$ cat src/kslpd_pkg.sv
// kslpd_pkg: shared types, register indexes and defaults for the key press detector
// used by kslpd_lane, kslpd_out_buf and key_short_long_press_detector
package kslpd_pkg;

  // fixed field widths
  localparam int unsigned KeyBits   = 8;
  localparam int unsigned RegBits   = 16;
  localparam int unsigned IndexBits = 2;

  // parameter defaults
  localparam int unsigned NumKeysDefault    = 8;
  localparam int unsigned TimerWidthDefault = 16;

  // register reset values
  localparam logic [RegBits-1:0] LongTicksReset = 16'd5000;
  localparam logic [RegBits-1:0] DebTicksReset  = 16'd50;
  localparam logic [KeyBits-1:0] KeyEnableReset = 8'hFF;

  // register indexes
  localparam logic [IndexBits-1:0] RegLongTicks = 2'd0;
  localparam logic [IndexBits-1:0] RegDebTicks  = 2'd1;
  localparam logic [IndexBits-1:0] RegKeyEnable = 2'd2;

  // edge a lane is waiting for
  typedef enum logic [1:0] {
    WATCH_NONE = 2'd0,
    WATCH_FALL = 2'd1,
    WATCH_RISE = 2'd2
  } watch_e;

  // timer settings seen by every lane
  typedef struct packed {
    logic [RegBits-1:0] long_ticks;
    logic [RegBits-1:0] deb_ticks;
  } lane_cfg_t;

  // per-lane findings for one sample
  typedef struct packed {
    logic short_press;
    logic long_press;
  } lane_res_t;

  // one result item
  typedef struct packed {
    logic [KeyBits-1:0] long_press;
    logic [KeyBits-1:0] short_press;
  } result_t;

endpackage

$ cat src/kslpd_lane.sv
// kslpd_lane: per-key controller with long-press and debounce timers
// depends on kslpd_pkg
module kslpd_lane #(
  parameter int unsigned TIMER_WIDTH = kslpd_pkg::TimerWidthDefault
) (
  input  logic                 clk_i,
  input  logic                 rst_ni,
  input  logic                 step_i,
  input  logic                 enable_i,
  input  logic                 level_i,
  input  logic                 tick_i,
  input  kslpd_pkg::lane_cfg_t cfg_i,
  output kslpd_pkg::lane_res_t res_o
);
  import kslpd_pkg::*;

  localparam logic [TIMER_WIDTH-1:0] CntOne = TIMER_WIDTH'(1);

  logic                   released_q, released_d;
  watch_e                 watch_q, watch_d;
  logic                   prev_q;
  logic [TIMER_WIDTH-1:0] long_cnt_q, long_cnt_d;
  logic                   long_act_q, long_act_d;
  logic [TIMER_WIDTH-1:0] deb_cnt_q, deb_cnt_d;
  logic                   deb_act_q, deb_act_d;
  logic                   fell, rose, hit;

  // next state for one sample
  always_comb begin
    released_d = released_q;
    watch_d    = watch_q;
    long_cnt_d = long_cnt_q;
    long_act_d = long_act_q;
    deb_cnt_d  = deb_cnt_q;
    deb_act_d  = deb_act_q;
    res_o      = '0;
    fell       = prev_q && !level_i;
    rose       = !prev_q && level_i;
    hit        = 1'b0;

    if (enable_i) begin
      // long timer counts first
      if (tick_i && long_act_q) begin
        if (long_cnt_q <= CntOne) begin
          long_cnt_d = '0;
          long_act_d = 1'b0;
          res_o.long_press = !level_i;
        end else begin
          long_cnt_d = long_cnt_q - CntOne;
        end
      end

      // debounce expiry confirms the release or rearms rise watching
      if (tick_i && deb_act_q) begin
        if (deb_cnt_q <= CntOne) begin
          deb_cnt_d = '0;
          deb_act_d = 1'b0;
          if (level_i) begin
            long_act_d        = 1'b0;
            long_cnt_d        = '0;
            released_d        = 1'b1;
            watch_d           = WATCH_FALL;
            res_o.short_press = 1'b1;
          end else begin
            watch_d = WATCH_RISE;
          end
        end else begin
          deb_cnt_d = deb_cnt_q - CntOne;
        end
      end

      // edge check against what is being watched
      case (watch_d)
        WATCH_FALL: hit = fell;
        WATCH_RISE: hit = rose;
        default:    hit = 1'b0;
      endcase

      if (hit) begin
        if (released_d) begin
          long_cnt_d = TIMER_WIDTH'(cfg_i.long_ticks);
          long_act_d = 1'b1;
          released_d = 1'b0;
          watch_d    = WATCH_RISE;
        end else begin
          watch_d   = WATCH_NONE;
          deb_cnt_d = TIMER_WIDTH'(cfg_i.deb_ticks);
          deb_act_d = 1'b1;
        end
      end
    end
  end

  // lane state, updated once per accepted sample
  always_ff @(posedge clk_i or negedge rst_ni) begin
    if (!rst_ni) begin
      released_q <= 1'b1;
      watch_q    <= WATCH_FALL;
      prev_q     <= 1'b1;
      long_cnt_q <= '0;
      long_act_q <= 1'b0;
      deb_cnt_q  <= '0;
      deb_act_q  <= 1'b0;
    end else if (step_i) begin
      released_q <= released_d;
      watch_q    <= watch_d;
      prev_q     <= level_i;
      long_cnt_q <= long_cnt_d;
      long_act_q <= long_act_d;
      deb_cnt_q  <= deb_cnt_d;
      deb_act_q  <= deb_act_d;
    end
  end

endmodule

$ cat src/kslpd_out_buf.sv
// kslpd_out_buf: output register with a skid entry so the input side can keep flowing
// depends on kslpd_pkg
module kslpd_out_buf (
  input  logic               clk_i,
  input  logic               rst_ni,
  input  logic               valid_i,
  output logic               ready_o,
  input  kslpd_pkg::result_t data_i,
  output logic               valid_o,
  input  logic               ready_i,
  output kslpd_pkg::result_t data_o
);
  import kslpd_pkg::*;

  logic    out_valid_q;
  logic    skid_valid_q;
  result_t out_q;
  result_t skid_q;
  logic    push, pop;

  assign ready_o = !skid_valid_q;
  assign push    = valid_i && ready_o;
  assign pop     = out_valid_q && ready_i;
  assign valid_o = out_valid_q;
  assign data_o  = out_q;

  // control: main register refills from skid first, then from the input
  always_ff @(posedge clk_i or negedge rst_ni) begin
    if (!rst_ni) begin
      out_valid_q  <= 1'b0;
      skid_valid_q <= 1'b0;
    end else if (!out_valid_q || pop) begin
      out_valid_q  <= skid_valid_q || push;
      skid_valid_q <= 1'b0;
    end else if (push) begin
      skid_valid_q <= 1'b1;
    end
  end

  // payload
  always_ff @(posedge clk_i) begin
    if (!out_valid_q || pop) begin
      out_q <= skid_valid_q ? skid_q : data_i;
    end else if (push) begin
      skid_q <= data_i;
    end
  end

endmodule

$ cat src/key_short_long_press_detector.sv
// key_short_long_press_detector: top level with config registers, key lanes and merge
// depends on kslpd_pkg, kslpd_lane, kslpd_out_buf
// output: an accepted sample's result is registered, or held in the skid entry on a stall
// throughput: one sample per cycle while the skid entry is empty, skid entry decouples
// reset: asynchronous, active low; registers take 5000 / 50 / all keys enabled,
// every lane returns to released and watching for a falling edge
module key_short_long_press_detector #(
  parameter int unsigned NUM_KEYS    = kslpd_pkg::NumKeysDefault,
  parameter int unsigned TIMER_WIDTH = kslpd_pkg::TimerWidthDefault
) (
  input  logic                          clk_i,
  input  logic                          rst_ni,
  // config write port
  input  logic                          cfg_we_i,
  input  logic [kslpd_pkg::IndexBits-1:0] cfg_index_i,
  input  logic [kslpd_pkg::RegBits-1:0] cfg_data_i,
  // sample stream
  input  logic                          s_axis_tvalid,
  output logic                          s_axis_tready,
  input  logic [7:0]                    s_axis_tdata,  // [7:0] pin_levels
  input  logic                          s_axis_tuser,  // [0] tick
  // result stream
  output logic                          m_axis_tvalid,
  input  logic                          m_axis_tready,
  output logic [15:0]                   m_axis_tdata   // [7:0] short_press, [15:8] long_press
);
  import kslpd_pkg::*;

  // keys beyond the pin field have no pin and stay idle
  localparam int unsigned NumLanes = (NUM_KEYS < KeyBits) ? NUM_KEYS : KeyBits;

  logic [RegBits-1:0] long_ticks_q;
  logic [RegBits-1:0] deb_ticks_q;
  logic [KeyBits-1:0] key_en_q;
  lane_cfg_t          lane_cfg;
  lane_res_t          lane_res [NumLanes];
  result_t            merged;
  result_t            out_data;
  logic               step;

  // config registers
  always_ff @(posedge clk_i or negedge rst_ni) begin
    if (!rst_ni) begin
      long_ticks_q <= LongTicksReset;
      deb_ticks_q  <= DebTicksReset;
      key_en_q     <= KeyEnableReset;
    end else if (cfg_we_i) begin
      unique case (cfg_index_i)
        RegLongTicks: long_ticks_q <= cfg_data_i;
        RegDebTicks:  deb_ticks_q  <= cfg_data_i;
        RegKeyEnable: key_en_q     <= cfg_data_i[KeyBits-1:0];
        default: ;
      endcase
    end
  end

  assign lane_cfg.long_ticks = long_ticks_q;
  assign lane_cfg.deb_ticks  = deb_ticks_q;
  assign step                = s_axis_tvalid && s_axis_tready;

  // one controller per key that has a pin
  for (genvar g = 0; g < NumLanes; g++) begin : g_lane
    kslpd_lane #(
      .TIMER_WIDTH(TIMER_WIDTH)
    ) u_lane (
      .clk_i   (clk_i),
      .rst_ni  (rst_ni),
      .step_i  (step),
      .enable_i(key_en_q[g]),
      .level_i (s_axis_tdata[g]),
      .tick_i  (s_axis_tuser),
      .cfg_i   (lane_cfg),
      .res_o   (lane_res[g])
    );
  end

  // merge lane findings into one result item
  always_comb begin
    merged = '0;
    for (int i = 0; i < NumLanes; i++) begin
      merged.short_press[i] = lane_res[i].short_press;
      merged.long_press[i]  = lane_res[i].long_press;
    end
  end

  kslpd_out_buf u_out_buf (
    .clk_i  (clk_i),
    .rst_ni (rst_ni),
    .valid_i(s_axis_tvalid),
    .ready_o(s_axis_tready),
    .data_i (merged),
    .valid_o(m_axis_tvalid),
    .ready_i(m_axis_tready),
    .data_o (out_data)
  );

  assign m_axis_tdata = {out_data.long_press, out_data.short_press};

endmodule

$ cat config.mk
export PLATFORM = sky130hd
export DESIGN_NAME = key_short_long_press_detector
export DESIGN_NICKNAME = d
export VERILOG_FILES = /design/src/kslpd_pkg.sv /design/src/kslpd_lane.sv /design/src/kslpd_out_buf.sv /design/src/key_short_long_press_detector.sv
export SDC_FILE = /design/constraint.sdc
export NUM_CORES = 1
export LEC_CHECK = 0
export ABC_AREA = 1
export BUFFER_PORTS_ARGS = -buffer_cell sky130_fd_sc_hd__buf_2
export CORE_MARGIN = 1
export CORE_UTILIZATION = 55
export DETAILED_ROUTE_END_ITERATION = 10
export GPL_TIMING_DRIVEN = 0
export PLACE_DENSITY = 0.73
export SETUP_SLACK_MARGIN = 0.4
export SYNTH_ARGS = -nofsm -noshare
export SYNTH_HDL_FRONTEND = slang
export SYNTH_HIERARCHICAL = 1
export SYNTH_SLANG_ARGS = --single-unit
$ cat constraint.sdc
create_clock -name clk_i -period 3.8 [get_ports clk_i]
set_clock_uncertainty 0.1 [all_clocks]
set_input_delay 0 -clock clk_i [delete_from_list [all_inputs] [get_ports clk_i]]
set_output_delay 0 -clock clk_i [all_outputs]
set_load 0.01 [all_outputs]
# == Word-level counts from Yosys, hierarchy flattened ==
# Cells that the tools add are included.
# totals
register_bits,378
in_bits,32
elab_cells,515
# op_classes
add_sub_neg,16
magnitude_cmp,16
n_eq_ne,18
mux,331
bitwise_logic,1
reduce_logical,68
# ops
operator,n
$mux W16,89
$le A16 B1 Y1 const B,16
$sub A16 B1 Y16 const B,16
$mux W1,178
$mux W2,56
$logic_and A1 B1 Y1,34
$reduce_and A2 Y1,12
$eq A2 B1 Y1 const B,9
$eq A2 B2 Y1 const B,9
$logic_not A1 Y1,18
$pmux W1 S2,8
$logic_not A2 Y1,1
$logic_or A1 B1 Y1,2
$reduce_bool A2 Y1,1
$not A1 Y1,1

# == Longest topological paths before layout ==
# logic_depth
ltp_word,8
mapped_depth,16

# == Hierarchy ==
# The synthesis kept the hierarchy.
# modules_own_cells
mod,instances,cells_each,area_per_inst_um2
kslpd_lane (g_lane[0].u_lane ...),3,475,3047.9
kslpd_lane (g_lane[3].u_lane ...),3,455,2895.3
kslpd_lane (g_lane[6].u_lane ...),2,465,2954.1
key_short_long_press_detector,1,180,1694.1
kslpd_out_buf,1,93,1270.0

# == Worst setup path after synthesis ==
# Ideal clock, no wire load.
# synth_timing
path_kind,register to register
from,register g_lane[0].u_lane.deb_cnt_q[0]
to,register g_lane[0].u_lane.long_cnt_q[11]
setup_time_ps,117
arrival_ps,2584
path_slack_ps,999
stages_incl_launch_ff,15
synth_period_minus_slack_ps,2801
cell_sequence,dfrtp_1 -> inv_1 -> ha_1 -> o21ai_0 -> nor2_1 -> nand3_2 -> inv_1 -> o21ai_0 -> inv_1 -> ha_1 -> a211oi_4 -> clkbuf_1 -> nand3b_1 -> nand3_1 -> nand2_1
# synth_between
elab_chain_len,8
# synth_lines
item,line_no,text
"start, declared",kslpd_lane.sv:24,"logic [TIMER_WIDTH-1:0] deb_cnt_q, deb_cnt_d;"
"start signal, assigned",kslpd_lane.sv:110,deb_cnt_q <= deb_cnt_d;
$le A16 B1 Y1 *,kslpd_lane.sv:55,if (deb_cnt_q <= CntOne) begin
$mux W2,kslpd_lane.sv:55,
$mux W2,kslpd_lane.sv:54,if (tick_i && deb_act_q) begin
$mux W2,kslpd_lane.sv:41,if (enable_i) begin
$eq A2 B2 Y1 / $eq A2 B1 Y1 (equally long branches),kslpd_lane.sv:73,case (watch_d)
$pmux W1 S2,kslpd_lane.sv:73,
$mux W1,kslpd_lane.sv:41,
$mux W16 *,kslpd_lane.sv:79,if (hit) begin
"end signal, assigned",kslpd_lane.sv:108,long_cnt_q <= long_cnt_d;
"end, declared",kslpd_lane.sv:22,"logic [TIMER_WIDTH-1:0] long_cnt_q, long_cnt_d;"
# Mark *: on every way between the ends. The rest lies on a longest branch, timed or not. The select of a mux whose other input is x is not followed.
# A chain may end at the register's enable or synchronous reset.

# == Worst setup path in the final report ==
# layout_timing
from,register g_lane[1].u_lane.deb_cnt_q[0]
to,register g_lane[1].u_lane.deb_cnt_q[12]
# layout_between
elab_chain_len,8
# layout_lines
item,line_no
"start, declared",kslpd_lane.sv:24
"start signal, assigned",kslpd_lane.sv:110
$le A16 B1 Y1,kslpd_lane.sv:55
$mux W2,kslpd_lane.sv:55
$mux W2,kslpd_lane.sv:54
$mux W2,kslpd_lane.sv:41
$eq A2 B2 Y1 / $eq A2 B1 Y1 (equally long branches),kslpd_lane.sv:73
$pmux W1 S2,kslpd_lane.sv:73
$mux W1,kslpd_lane.sv:41
$mux W16 *,kslpd_lane.sv:79
# Marks and branches as above.

==> results.cfg <==
[synth]
syn-num-nets = 4073
async_flop_share_pct = 91.5
yosysTopAreaCellShare_pct = 28.7
ys_types = 43
synth-xor-area-share_pct = 2.85
synth_edf_count = 32
synth_top_family_by_area = simple AND/OR/NAND/NOR gates
synth_mux_area_share_pct = 0
syn_area_mm2 = 0.0267
syn_avg_cell_area_um2 = 6.69
yosys.area_share.simple_pct = 44.9
synth_seq_cells = 378
syn_inst = 3993
yosysSeqAreaShare_pct = 36.2
yosysTopAreaCell = dfrtp_1
synth_warnings = 6
synthTopCellsByArea = dfrtp_1 (29%), nand2_1 (18%), nand3_1 (10%)
synth_compound_area_share_pct = 4.77
synthAdderAreaFrac_pct = 2.25
ys.flop_type = dfrtp_1

[sta]
slew_viol_final = 0
tns_ns = 0
tightest_slew_ns = 1.22
max_freq_mhz = 312
relSlewSlack_pct = 18.3
finalSetupViolations = 0
fin_crit_sh_pct = 84.2
rsz0062_at_grt = false
finalHoldViolCount = 0
period_minus_slack_ns = 3.20

[worst_setup_path]
criticalPathCategory = flop to flop
r2r_start = g_lane[1].u_lane/deb_cnt_q[0]
worstPathMaxFanout = 10
endpoint_kind = flop
rr_endpoint = g_lane[1].u_lane/deb_cnt_q[12]
r2r_cells = 15
critPathLaunch = g_lane[1].u_lane/deb_cnt_q[0]
crit_required_ns = 4.21
crit_end = g_lane[1].u_lane/deb_cnt_q[12]
reg2reg_slack_ns = 0.60
cp-start-kind = flop
critPathArrivalTime_ns = 3.61

[detailed_routing]
drc = 0
detail-route-antenna-nets = 0
drt_first_pass_iters = 6
routed_wl_um = 86100
post_drt_via_cell_ratio = 5.73
num_vias = 27600
wl_per_cell_um = 17.9
drt_iter0_markers = 2931

[layout]
nets = 4236
utilization_pct = 63.2
final_common_cell = nand2_1
syn_to_final_growth_pct = 13.2
fin_cells = 4810
layout-drive-gt1-share_pct = 8.52
layout_common_cells = nand2_1 (1313), nand3_1 (554), inv_1 (434), nor2_1 (427), dfrtp_1 (306)

[place]
place_congestion = 0.969
dpl.hpwl_um = 57200
dp.cells = 4659
io_buffers = 47

[global_routing]
grt_pass1_vias = 25000
grt_max_degree = 118
grt_pass1_wl_um = 136000
grt_overflow_total = 0
busiest_layer = met2
grt_use_met1_pct = 47.9
grt_usage_pct = 34.6
use_met3_pct = 5.61
grtUsageMet2_pct = 53.0
antenna_found_initial = 5

[power]
p_per_area_mw_per_mm2 = 649
ir_drop_v = 0.000473
power_leakage_nw = 15.4

[outcome]
outcome = complete, no violations

[die]
dieWidth_um = 222
pin_count = 50
initial_utilization_pct = 55.8
core_area_mm2 = 0.0478
die-area_mm2 = 0.0494
num_rows = 80
die_h_um = 222

[cts]
htreeDepth = 2
cts.root.buffer_cell = clkbuf_16
numCtsBuffers = 44
path_clk_slew_ns = 0.06
insertion_delay_ns = 0.59
cts_num_sinks = 378
clk_path_buf_depth = 3
cts_tree = built

[job]
max_cap_viol_count = 0

[min_path]
hold_path.class = input port to flop
-- worst min path at each step --
stage	from	to	slack, ns	cells past startpoint
after CTS	s_axis_tvalid	u_out_buf/valid_o	0.09	4
after global routing	cfg_data_i[13]	long_ticks_q[13]	0.15	4
after detailed placement	rst_ni	g_lane[2].u_lane/long_cnt_q[8]	0.009	1
after global placement	s_axis_tvalid	u_out_buf/valid_o	0.16	3
final	s_axis_tvalid	u_out_buf/valid_o	0.13	4
after floorplan	rst_ni	deb_ticks_q[0]	-0.40	0
-- state kept, by name (all words and copies together) (netlist names) --
register,count
g_lane.u_lane/deb_cnt_q,128
g_lane.u_lane/long_cnt_q,128
deb_ticks_q,16
g_lane.u_lane/watch_q,16
long_ticks_q,16
u_out_buf/data_o,16
u_out_buf/skid_q,16
g_lane.u_lane/deb_act_q,8
g_lane.u_lane/long_act_q,8
g_lane.u_lane/prev_q,8
g_lane.u_lane/released_q,8
key_en_q,8
u_out_buf/skid_valid_q,1
u_out_buf/valid_o,1
-- power breakdown --
group	total (mW)	internal (mW)	switching [mW]	leakage [nW]
sequential	6.64	5.17	1.47	4.82
clock	4.77	2.94	1.83	0.791
combinational	8.20	2.81	5.39	9.78
-- critical path: stages, from the launching register on --
cell        delay, ns
dfrtp_1          0.38
inv_1            0.10
ha_1             0.23
o21ai_0          0.19
nor2_1           0.11
nand3_2          0.19
clkinvlp_4       0.17
o21ai_1          0.21
inv_1            0.07
ha_1             0.33
a211oi_4         0.32
nand3_4          0.19
nor2_4           0.17
buf_6            0.17
nand2_1          0.06
nand3_1          0.12
-- cell usage after synthesis, types with 5 or more instances --
master and count:
nand3_1 554, nand2_1 1313, nand3b_1 43, a21oi_1 54, o22ai_1 16, inv_1 438, o21ai_0 111, nor2_2 31
buf_2 31, nand3_4 5, buf_4 14, dfrtp_1 306, buf_1 7, nor3_1 29, xor2_1 71, o21ai_1 8
o221ai_1 8, nor2_4 5, xnor2_1 16, dfstp_2 40, a211oi_4 5, a21boi_0 5, inv_2 8, nand4_4 5
ha_1 48, nand3_2 11, nor2_1 429, or2_2 5, nand2_2 6, edfxtp_1 32, nand4_1 230, buf_6 14
nand2_4 7, clkbuf_1 68
-- repair_timing --
| action | 4_1_cts | 5_1_grt |
|---|---|---|
| pin swaps | 0 | 11 |
| setup endpoints to repair | 24 | 246 |
| hold buffers | 52 | 0 |
| resized for setup | 5 | 37 |
| cloned | 1 | 0 |
| endpoints found under the hold margin | 288 | 0 |
| buffers inserted | 0 | 13 |
-- layout make-up --
cell class / instances / area, um2
fill: 4470 / 17600
multi-input combinational: 3033 / 14700
sequential: 378 / 9670
inverter: 447 / 1700
clock buffer: 58 / 1250
timing repair buffer: 116 / 996
tap: 615 / 769
buffer: 135 / 732
clock inverter: 24 / 362
antenna: 3 / 7.51
timing repair inverter: 1 / 5.00
-- logic make-up after synthesis --
kind of cell,Yosys count
adder cells (fa/ha/maj),48
AND/OR/NAND/NOR,2680
flip-flops,378
buffers and inverters,582
AO/OA/AOI/OAI,218
XOR/XNOR,87
-- through the flow --
stage | power (mW) | setup WS [ns] | area, um2 | hold slack [ns]
floorplan | 12.3 | 0.999 | 26700 | -0.396
global placement | 14.3 | -4.38 | 27700 | 0.159
detailed placement | 14.4 | 0.260 | 27800 | 0.00907
CTS | 19.4 | 0.447 | 30000 | 0.0914
global route | 21.1 | 0.371 | 30200 | 0.150
finish | 19.6 | 0.600 | 30200 | 0.127
-- metal layers --
metal	part of all wire [%]	vias to the layer above
li1	-	13300
met2	44	1228
met5	0	-
met1	42	12800
met3	9.8	214
met4	4.6	0
Note: power is estimated with default switching activity, not from simulation.
